===== src/hdl/hrd_pkg.sv =====
`timescale 1ns / 1ps
// ----------------------------------------------------------------------------
// hrd_pkg
// shared types and constants of the http response deframer
// ----------------------------------------------------------------------------
package hrd_pkg;

  localparam int LENGTH_BITS_DEF = 32;

  typedef enum logic [1:0] {
    OP_START = 2'd0,
    OP_DATA  = 2'd1,
    OP_CLOSE = 2'd2,
    OP_NONE  = 2'd3
  } op_t;

  typedef enum logic [3:0] {
    PH_IDLE    = 4'd0,
    PH_STATUS  = 4'd1,
    PH_HNAME   = 4'd2,
    PH_HVALUE  = 4'd3,
    PH_IDBODY  = 4'd4,
    PH_CSIZE   = 4'd5,
    PH_CDATA   = 4'd6,
    PH_CTRAIL1 = 4'd7,
    PH_CTRAIL2 = 4'd8
  } phase_t;

  localparam logic [7:0] CH_CR    = 8'd13;
  localparam logic [7:0] CH_LF    = 8'd10;
  localparam logic [7:0] CH_SP    = 8'd32;
  localparam logic [7:0] CH_COLON = 8'd58;
  localparam logic [7:0] CH_ZERO  = 8'd48;
  localparam logic [7:0] CH_X_LO  = 8'd120;
  localparam logic [7:0] CH_X_UP  = 8'd88;

  localparam logic [4:0] CL_LEN = 5'd14;
  localparam logic [4:0] TE_LEN = 5'd17;
  localparam logic [3:0] CK_LEN = 4'd7;
  localparam logic [3:0] VM_FAIL = 4'd15;

  // result word as handed to the output register
  typedef struct packed {
    logic       body_valid;
    logic [7:0] body_byte;
    logic       complete;
    logic [9:0] status_code;
    logic       is_chunked;
  } result_t;

  function automatic logic is_ws(input logic [7:0] b);
    return (b == CH_SP) || (b >= 8'd9 && b <= 8'd13);
  endfunction

  function automatic logic [7:0] to_lower(input logic [7:0] b);
    return (b >= 8'd65 && b <= 8'd90) ? b + 8'd32 : b;
  endfunction

  function automatic logic [7:0] name_cl(input logic [4:0] i);
    case (i)
      5'd0: return "c";  5'd1: return "o";  5'd2: return "n";  5'd3: return "t";
      5'd4: return "e";  5'd5: return "n";  5'd6: return "t";  5'd7: return "-";
      5'd8: return "l";  5'd9: return "e";  5'd10: return "n"; 5'd11: return "g";
      5'd12: return "t"; 5'd13: return "h";
      default: return 8'd0;
    endcase
  endfunction

  function automatic logic [7:0] name_te(input logic [4:0] i);
    case (i)
      5'd0: return "t";  5'd1: return "r";  5'd2: return "a";  5'd3: return "n";
      5'd4: return "s";  5'd5: return "f";  5'd6: return "e";  5'd7: return "r";
      5'd8: return "-";  5'd9: return "e";  5'd10: return "n"; 5'd11: return "c";
      5'd12: return "o"; 5'd13: return "d"; 5'd14: return "i"; 5'd15: return "n";
      5'd16: return "g";
      default: return 8'd0;
    endcase
  endfunction

  function automatic logic [7:0] word_ck(input logic [3:0] i);
    case (i)
      4'd0: return "c"; 4'd1: return "h"; 4'd2: return "u"; 4'd3: return "n";
      4'd4: return "k"; 4'd5: return "e"; 4'd6: return "d";
      default: return 8'd0;
    endcase
  endfunction

endpackage


===== src/hdl/hrd_satacc.sv =====
`timescale 1ns / 1ps
// ----------------------------------------------------------------------------
// hrd_satacc
// saturating acc * 10 + d or acc * 16 + d for length fields
// ----------------------------------------------------------------------------
module hrd_satacc #(
  parameter int LENGTH_BITS = hrd_pkg::LENGTH_BITS_DEF
) (
  input  logic [LENGTH_BITS-1:0] acc,
  input  logic                   hex,
  input  logic [3:0]             digit,
  output logic [LENGTH_BITS-1:0] result
);
  logic [LENGTH_BITS+4:0] wide;
  logic [LENGTH_BITS+4:0] lmax;

  always_comb begin
    lmax = {{5{1'b0}}, {LENGTH_BITS{1'b1}}};
    // shifts and adds only
    if (hex) begin
      wide = ({5'd0, acc} << 4) + {{(LENGTH_BITS+1){1'b0}}, digit};
    end else begin
      wide = ({5'd0, acc} << 3) + ({5'd0, acc} << 1) + {{(LENGTH_BITS+1){1'b0}}, digit};
    end
    result = (wide > lmax) ? {LENGTH_BITS{1'b1}} : wide[LENGTH_BITS-1:0];
  end
endmodule


===== src/hdl/http_response_deframer.sv =====
`timescale 1ns / 1ps
// ----------------------------------------------------------------------------
// http_response_deframer
// byte-wide http/1.1 response parser with identity and chunked body output
// ----------------------------------------------------------------------------
// usage
//   input channel: in_valid / in_stall with operation and data_byte; an input
//   word is taken when in_valid is high and in_stall is low
//   operation: start of response, data byte, connection closed
//   output channel: out_valid / out_stall, one result word per input word,
//   carrying body_valid, body_byte, complete, status_code and is_chunked
//   the result word enters the output register at the clock edge that accepts
//   the input word; throughput one word per cycle while not stalled, set by
//   the single parse update between the input acceptance and the result register
//   in_stall follows out_stall only when the output register holds a word
//   that is not taken, so a word can enter in the cycle the previous leaves
//   reset (rst, synchronous) sends the parser idle and empties the output
//   register; while the receiver stalls the result word holds still
// ----------------------------------------------------------------------------
module http_response_deframer #(
  parameter int LENGTH_BITS = hrd_pkg::LENGTH_BITS_DEF
) (
  input  logic       clk,
  input  logic       rst,
  input  logic       in_valid,
  output logic       in_stall,
  input  logic [1:0] operation,
  input  logic [7:0] data_byte,
  output logic       out_valid,
  input  logic       out_stall,
  output logic       body_valid,
  output logic [7:0] body_byte,
  output logic       complete,
  output logic [9:0] status_code,
  output logic       is_chunked
);
  import hrd_pkg::*;

  localparam logic [LENGTH_BITS-1:0] LMAX = {LENGTH_BITS{1'b1}};

  // parser state
  phase_t                 parse_phase, parse_phase_next;
  logic [9:0]             status_accum, status_accum_next;
  logic [1:0]             space_count, space_count_next;
  logic [1:0]             line_end_run, line_end_run_next;
  logic [4:0]             name_match_pos, name_match_pos_next;
  logic [1:0]             name_match_flags, name_match_flags_next;
  logic [3:0]             value_match_pos, value_match_pos_next;
  logic [LENGTH_BITS-1:0] content_length, content_length_next;
  logic                   chunked_mode, chunked_mode_next;
  logic [LENGTH_BITS-1:0] chunk_remaining, chunk_remaining_next;
  logic [LENGTH_BITS-1:0] body_count, body_count_next;

  result_t res_next, res;
  logic    take;

  logic [7:0] lc;
  logic       digit, hexd;
  logic [3:0] hexv;
  logic [LENGTH_BITS-1:0] cl_acc, cr_acc;
  logic [LENGTH_BITS-1:0] bc_inc;
  logic [13:0] st_wide;
  logic [1:0]  flg;
  logic        reported;

  assign in_stall = out_valid & out_stall;
  assign take     = in_valid & ~in_stall;

  assign lc    = to_lower(data_byte);
  assign digit = (data_byte >= 8'd48) && (data_byte <= 8'd57);
  assign hexd  = digit || (lc >= 8'd97 && lc <= 8'd102);
  assign hexv  = digit ? data_byte[3:0] : 4'(lc - 8'd87);
  assign bc_inc = (body_count != LMAX) ? body_count + 1'b1 : body_count;
  assign st_wide = {4'd0, status_accum} * 14'd10 + {10'd0, data_byte[3:0]};

  hrd_satacc #(.LENGTH_BITS(LENGTH_BITS)) u_cl (
    .acc(content_length), .hex(1'b0), .digit(data_byte[3:0]), .result(cl_acc)
  );
  hrd_satacc #(.LENGTH_BITS(LENGTH_BITS)) u_cr (
    .acc(chunk_remaining), .hex(1'b1), .digit(hexv), .result(cr_acc)
  );

  always_comb begin
    parse_phase_next      = parse_phase;
    status_accum_next     = status_accum;
    space_count_next      = space_count;
    line_end_run_next     = line_end_run;
    name_match_pos_next   = name_match_pos;
    name_match_flags_next = name_match_flags;
    value_match_pos_next  = value_match_pos;
    content_length_next   = content_length;
    chunked_mode_next     = chunked_mode;
    chunk_remaining_next  = chunk_remaining;
    body_count_next       = body_count;
    res_next              = '0;
    flg                   = 2'd0;

    case (op_t'(operation))
      OP_START: begin
        status_accum_next = '0; space_count_next = '0; line_end_run_next = '0;
        name_match_pos_next = '0; name_match_flags_next = '0; value_match_pos_next = '0;
        content_length_next = '0; chunked_mode_next = 1'b0; chunk_remaining_next = '0;
        body_count_next = '0;
        parse_phase_next = PH_STATUS;
      end
      OP_CLOSE: begin
        if (parse_phase == PH_STATUS || parse_phase == PH_HNAME ||
            parse_phase == PH_HVALUE) begin
          status_accum_next = '0;
          chunked_mode_next = 1'b0;
          parse_phase_next = PH_IDLE;
          res_next.complete = 1'b1;
        end else if (parse_phase != PH_IDLE) begin
          parse_phase_next = PH_IDLE;
          res_next.complete = 1'b1;
        end
      end
      OP_DATA: begin
        case (parse_phase)
          PH_STATUS: begin
            if (data_byte == CH_LF && line_end_run == 2'd1) begin
              parse_phase_next = PH_HNAME; name_match_pos_next = '0;
              name_match_flags_next = 2'd3; value_match_pos_next = '0;
              line_end_run_next = 2'd2;
            end else begin
              line_end_run_next = (data_byte == CH_CR) ? 2'd1 : 2'd0;
              if (space_count == 2'd0) begin
                if (data_byte == CH_SP) space_count_next = 2'd1;
              end else if (space_count == 2'd1) begin
                if (digit) begin
                  status_accum_next = (st_wide > 14'd999) ? 10'd999 : st_wide[9:0];
                end else begin
                  space_count_next = 2'd2;
                end
              end
            end
          end
          PH_HNAME, PH_HVALUE: begin
            if (data_byte == CH_LF && line_end_run == 2'd3) begin
              if (chunked_mode) begin
                parse_phase_next = PH_CSIZE; value_match_pos_next = '0;
                line_end_run_next = '0; chunk_remaining_next = '0;
              end else if (content_length == '0) begin
                parse_phase_next = PH_IDLE; res_next.complete = 1'b1;
              end else begin
                parse_phase_next = PH_IDBODY;
              end
            end else if (data_byte == CH_LF && line_end_run == 2'd1) begin
              if (parse_phase == PH_HVALUE && name_match_flags == 2'd2 &&
                  value_match_pos == CK_LEN)
                chunked_mode_next = 1'b1;
              parse_phase_next = PH_HNAME; name_match_pos_next = '0;
              name_match_flags_next = 2'd3; value_match_pos_next = '0;
              line_end_run_next = 2'd2;
            end else begin
              line_end_run_next = (data_byte == CH_CR) ?
                                  ((line_end_run == 2'd2) ? 2'd3 : 2'd1) : 2'd0;
              if (parse_phase == PH_HNAME) begin
                if (data_byte == CH_COLON) begin
                  flg[0] = name_match_flags[0] && name_match_pos == CL_LEN;
                  flg[1] = name_match_flags[1] && name_match_pos == TE_LEN;
                  name_match_flags_next = flg;
                  value_match_pos_next = '0;
                  if (flg[0]) content_length_next = '0;
                  parse_phase_next = PH_HVALUE;
                end else begin
                  flg = name_match_flags;
                  if (name_match_pos >= CL_LEN || name_cl(name_match_pos) != lc) flg[0] = 1'b0;
                  if (name_match_pos >= TE_LEN || name_te(name_match_pos) != lc) flg[1] = 1'b0;
                  name_match_flags_next = flg;
                  if (name_match_pos != 5'd31) name_match_pos_next = name_match_pos + 5'd1;
                end
              end else if (name_match_flags[0]) begin
                if (value_match_pos == 4'd0 && is_ws(data_byte)) begin
                  value_match_pos_next = value_match_pos;
                end else if (value_match_pos <= 4'd1 && digit) begin
                  value_match_pos_next = 4'd1;
                  content_length_next = cl_acc;
                end else begin
                  value_match_pos_next = VM_FAIL;
                end
              end else if (name_match_flags[1]) begin
                if (value_match_pos == VM_FAIL) begin
                  value_match_pos_next = VM_FAIL;
                end else if (value_match_pos == CK_LEN) begin
                  if (!is_ws(data_byte)) value_match_pos_next = VM_FAIL;
                end else if (value_match_pos == 4'd0 && is_ws(data_byte)) begin
                  value_match_pos_next = value_match_pos;
                end else if (word_ck(value_match_pos) == lc) begin
                  value_match_pos_next = value_match_pos + 4'd1;
                end else begin
                  value_match_pos_next = VM_FAIL;
                end
              end
            end
          end
          PH_IDBODY: begin
            res_next.body_valid = 1'b1; res_next.body_byte = data_byte;
            body_count_next = bc_inc;
            if (bc_inc >= content_length) begin
              parse_phase_next = PH_IDLE; res_next.complete = 1'b1;
            end
          end
          PH_CSIZE: begin
            if (data_byte == CH_LF && line_end_run == 2'd1) begin
              line_end_run_next = '0;
              if (chunk_remaining == '0) begin
                parse_phase_next = PH_IDLE; res_next.complete = 1'b1;
              end else begin
                parse_phase_next = PH_CDATA;
              end
            end else begin
              line_end_run_next = (data_byte == CH_CR) ? 2'd1 : 2'd0;
              if (value_match_pos == 4'd0 && is_ws(data_byte)) begin
                value_match_pos_next = value_match_pos;
              end else if (value_match_pos == 4'd0 && data_byte == CH_ZERO) begin
                value_match_pos_next = 4'd2;
              end else if (value_match_pos == 4'd2 &&
                           (data_byte == CH_X_LO || data_byte == CH_X_UP)) begin
                value_match_pos_next = 4'd1;
              end else if (value_match_pos <= 4'd2 && hexd) begin
                value_match_pos_next = 4'd1;
                chunk_remaining_next = cr_acc;
              end else begin
                value_match_pos_next = VM_FAIL;
              end
            end
          end
          PH_CDATA: begin
            res_next.body_valid = 1'b1; res_next.body_byte = data_byte;
            body_count_next = bc_inc;
            chunk_remaining_next = chunk_remaining - 1'b1;
            if (chunk_remaining == {{(LENGTH_BITS-1){1'b0}}, 1'b1})
              parse_phase_next = PH_CTRAIL1;
          end
          PH_CTRAIL1: parse_phase_next = PH_CTRAIL2;
          PH_CTRAIL2: begin
            parse_phase_next = PH_CSIZE; value_match_pos_next = '0;
            line_end_run_next = '0; chunk_remaining_next = '0;
          end
          default: parse_phase_next = parse_phase;
        endcase
      end
      default: parse_phase_next = parse_phase;
    endcase

    // status fields show only outside the status line and the header section
    reported = (parse_phase_next == PH_IDLE) || (parse_phase_next >= PH_IDBODY);
    res_next.status_code = reported ? status_accum_next : 10'd0;
    res_next.is_chunked  = reported ? chunked_mode_next : 1'b0;
  end

  always_ff @(posedge clk) begin
    if (rst) begin
      parse_phase <= PH_IDLE;
      status_accum <= '0; space_count <= '0; line_end_run <= '0;
      name_match_pos <= '0; name_match_flags <= '0; value_match_pos <= '0;
      content_length <= '0; chunked_mode <= 1'b0; chunk_remaining <= '0;
      body_count <= '0;
    end else if (take) begin
      parse_phase <= parse_phase_next;
      status_accum <= status_accum_next; space_count <= space_count_next;
      line_end_run <= line_end_run_next; name_match_pos <= name_match_pos_next;
      name_match_flags <= name_match_flags_next;
      value_match_pos <= value_match_pos_next;
      content_length <= content_length_next; chunked_mode <= chunked_mode_next;
      chunk_remaining <= chunk_remaining_next; body_count <= body_count_next;
    end
  end

  // output register
  always_ff @(posedge clk) begin
    if (rst) begin
      out_valid <= 1'b0;
    end else if (take) begin
      out_valid <= 1'b1;
    end else if (!out_stall) begin
      out_valid <= 1'b0;
    end
  end

  always_ff @(posedge clk) begin
    if (take) begin
      res <= res_next;
    end
  end

  assign body_valid  = res.body_valid;
  assign body_byte   = res.body_byte;
  assign complete    = res.complete;
  assign status_code = res.status_code;
  assign is_chunked  = res.is_chunked;

  a_stall_only_full: assert property (@(posedge clk) disable iff (rst)
    in_stall |-> out_valid)
    else $error("input stalled with empty output register");
  a_take_fills: assert property (@(posedge clk) disable iff (rst)
    take |=> out_valid)
    else $error("accepted word did not reach output");
  a_idle_no_body: assert property (@(posedge clk) disable iff (rst)
    (take && parse_phase == PH_IDLE && operation != OP_START) |=> !body_valid)
    else $error("body byte while idle");
  a_complete_idle: assert property (@(posedge clk) disable iff (rst)
    (take && res_next.complete) |=> parse_phase == PH_IDLE)
    else $error("complete without going idle");
endmodule

===== config.mk =====
export PLATFORM = sky130hd
export DESIGN_NAME = http_response_deframer
export DESIGN_NICKNAME = d
export VERILOG_FILES = /design/src/hdl/hrd_pkg.sv /design/src/hdl/hrd_satacc.sv /design/src/hdl/http_response_deframer.sv
export SDC_FILE = /design/constraint.sdc
export NUM_CORES = 1
export LEC_CHECK = 0
export ABC_CLOCK_PERIOD_IN_PS = 4500
export BUFFER_PORTS_ARGS = -buffer_cell sky130_fd_sc_hd__buf_2
export CAP_MARGIN = 15
export CORE_UTILIZATION = 35
export DETAILED_ROUTE_END_ITERATION = 16
export MAX_ROUTING_LAYER = met4
export PLACE_DENSITY_LB_ADDON = 0.15
export SLEW_MARGIN = 20
export SYNTH_ARGS = -nofsm -noshare
export SYNTH_HDL_FRONTEND = slang
export SYNTH_SLANG_ARGS = --single-unit

===== constraint.sdc =====
create_clock -name clk -period 4.5 [get_ports clk]
set_clock_uncertainty 0.15 [all_clocks]
set_input_delay 0.45 -clock clk [delete_from_list [all_inputs] [get_ports clk]]
set_output_delay 0.45 -clock clk [all_outputs]
set_load 0.01 [all_outputs]

==> flow_summary.toml <==
[clocking]
cts.sinks = 162
cts_inserted_buffers = 17
clk_pin_slew_ps = 70
htreeDepth = 4
insertion_delay_ps = 450
postCtsSetupBuffers = 0
clock-root-buffer = "clkbuf_16"
clockBufferDepth = 2
cts_tree = "done"

[sta]
period_share_pct = 96.1
finalHoldViolations = 0
fmax_mhz = 231
setup_ws_ps = 173
tns_ps = 0
slew-limit-headroom_pct = 32.5
slew_viol_final = 0
period_minus_slack_ps = 4330
worstMarginPinSlew_ps = 1010
finalSetupViolations = 0

[global_route]
grt_antenna_before_repair = 1
grt_pass1_wl_mm = 67.4
grtUsageTotal_pct = 20.7
grt_max_degree = 73
overflow = 0
grt_pass1_vias = 12886

[synth]
ys_seq_area_share_pct = 24.5
ys.warnings.count = 0
synth_fp_nets = 1986
synth_seq_cells = 162
syn_area_sq_mm = 0.0141
ys_types = 91
syn_avg_cell_area_sq_um = 7.61
synth_edf_count = 21
synth_ff_type = "dfxtp_1"
synthCells = 1853
async_flop_share_pct = 0

[placement]
hpwl_mm = 30.7
gp_congestion = 0.853
io_buffers = 36
dp_cells = 2393
dp_slack_ps = 24.9

[layout]
n_fill_cell = 4076
final_cell_mix = "201 x nor2_1, 170 x a21oi_1, 164 x nand2_1, 147 x o21ai_0, 139 x dfxtp_1"
layout.cells.non_filler = 2427
drive_gt1_share_pct = 12.8
final_common_cell = "nor2_1"
syn_to_final_growth_pct = 12.8
nNetsFinal = 2021

[die]
die_h_um = 203
die_w_um = 203
num_rows = 73
start_util_pct = 35.5
core_area_sq_mm = 0.0397
io_pins = 37
die_area_sq_mm = 0.0411

[power]
powerDensity_mw_per_mm2 = 206
finalPower_uw = 3270
vdd_drop_max_mv = 0.205
leakagePower_uw = 0.00610

[status]
status = "finished clean"

[setup_path]
path_cells = "ha_1 -> inv_1 -> fa_1 -> nand2b_1 -> a21o_2 -> a21oi_2 -> nor4_1 -> a211o_1 -> or4_4 -> nand3b_4 -> nor4_4 -> mux2i_4 -> buf_12 -> a311oi_2"
worstSetupStartpointType = "flop"
r2r_cells = 14
cp.arrival_ps = 4470
cp_slowest_cell = "or4_4"
cp_max_fo = 32
worst_setup_path_end_kind = "flop"
slowest_delay_ps = 550
critPathRequiredTime_ps = 4640
worstSetupPathType = "flop to flop"

[route]
drt_wl_total_mm = 41.5
avgViaCountPerCell = 5.56
drc = 0
first_pass_iters = 5
drt_iter0_drc = 916
vias = 13500
wire_per_inst_um = 17.1
ant_nets = 0

[worst_hold_path]
min_path_cells = 3
hp-class = "input port to flop"

[run]
drv_cap = 0
-- logic make-up (layout without fill, tap and decap cells) --
group	Yosys count	in the layout	share of synthesized area, %
flops	162	162	24.5
simple gates	674	674	23.6
other cells	0	1	0
fa+ha+maj	119	119	10.8
xor+xnor	137	137	8.51
buf+inv	176	224	5.10
compound gates	575	575	26.8
mux	10	10	0.728
-- per-stage QoR --
stage | util [%] | cell area (sq um) | hold slack, ps
after floorplan | - | 14100 | 296
after global routing | 40.0 | 15900 | 144
final | 40.0 | 15900 | 78.0
after global placement | 38.2 | 15200 | 308
after detailed placement | 38.2 | 15200 | 315
after CTS | 39.7 | 15800 | 66.4
-- area by class of cell --
cell class	instances	area [sq um]	area share (%)
repair buffers	119	853	5.37
multi-input cells	1515	10100	63.3
clock inverters	14	141	0.889
clock buffers	18	450	2.83
well taps	525	657	4.13
flip-flops and latches	162	3460	21.7
inverters	73	274	1.72
diodes	1	2.50	0.0157
-- Yosys cell counts, types with 11 or more instances --
master    count  area share (%)
nor4_1       31             1.4
dfxtp_1     141              20
and2_1       13            0.58
a21oi_1     173             6.1
xor2_1       51             3.2
nor2b_1      15            0.67
nor2_1      204             5.4
nand2_1     166             4.4
inv_1        71             1.9
and4_1       11            0.68
a211oi_1     18            0.96
o21ai_0     147             5.2
a31oi_1      11            0.49
and3_1       12            0.53
xnor2_1      86             5.3
a22oi_1      48             2.6
a211oi_2     19             1.7
ha_1        115              10
or3_1        18            0.80
nand2b_1     20            0.89
o31ai_1      11            0.59
clkbuf_1     82             2.2
a21o_1       32             1.7
nor3_1       49             1.7
nand3_1      46             1.6
a311oi_2     11             1.2
nand4_1      31             1.4
edfxtp_1     21             4.5
buf_2        11            0.39
o211ai_1     17            0.91
-- critical path: cells and delay by family (launching register included) --
family	cells	cell delay [ps]
AOI/OAI and AO/OA	4	960
adders and majority gates	2	620
buffers and inverters	2	310
DFF	1	390
muxes	1	300
and+or+nand+nor	5	1400
-- per-layer routing --
layer | part of all wire, % | vias to the layer above | wire length, um | global-route usage [%]
li1 | - | 6828 | - | -
met1 | 48 | 6403 | 19700 | 26.6
met2 | 47 | 230 | 19700 | 34.1
met3 | 3.2 | 39 | 1320 | 2.41
met4 | 1.9 | 0 | 792 | 6.07
met5 | 0 | - | 0 | -
-- timing repair --
item	in CTS	in global routing
gates resized for setup	1	26
cloned	0	1
hold buffers	0	0
pin swaps	0	4
setup endpoints to repair	1	44
-- sequential cells by signal (all words and copies together), names as in the netlist, named ones only --
signal            flops
body_count           32
chunk_remaining      32
content_length       32
status_accum         10
status_code          10
body_byte             8
name_match_pos        5
parse_phase           4
value_match_pos       4
line_end_run          2
name_match_flags      2
space_count           2
body_valid            1
chunked_mode          1
complete              1
is_chunked            1
out_valid             1
-- power breakdown --
part	total [uW]	internal, uW	switching [uW]
registers	1490	1480	13.1
clock network	1490	809	682
logic	287	90.9	196
total	3270	2380	891
-- worst paths after layout --
kind	endpoint	slack [ps]	startpoint
min reg2reg	line_end_run[0]	320	line_end_run[0]
max reg2reg	content_length[12]	170	content_length[2]
min	out_valid	80	in_valid
max	content_length[12]	170	content_length[2]
Note: power is estimated with default switching activity, not from simulation.
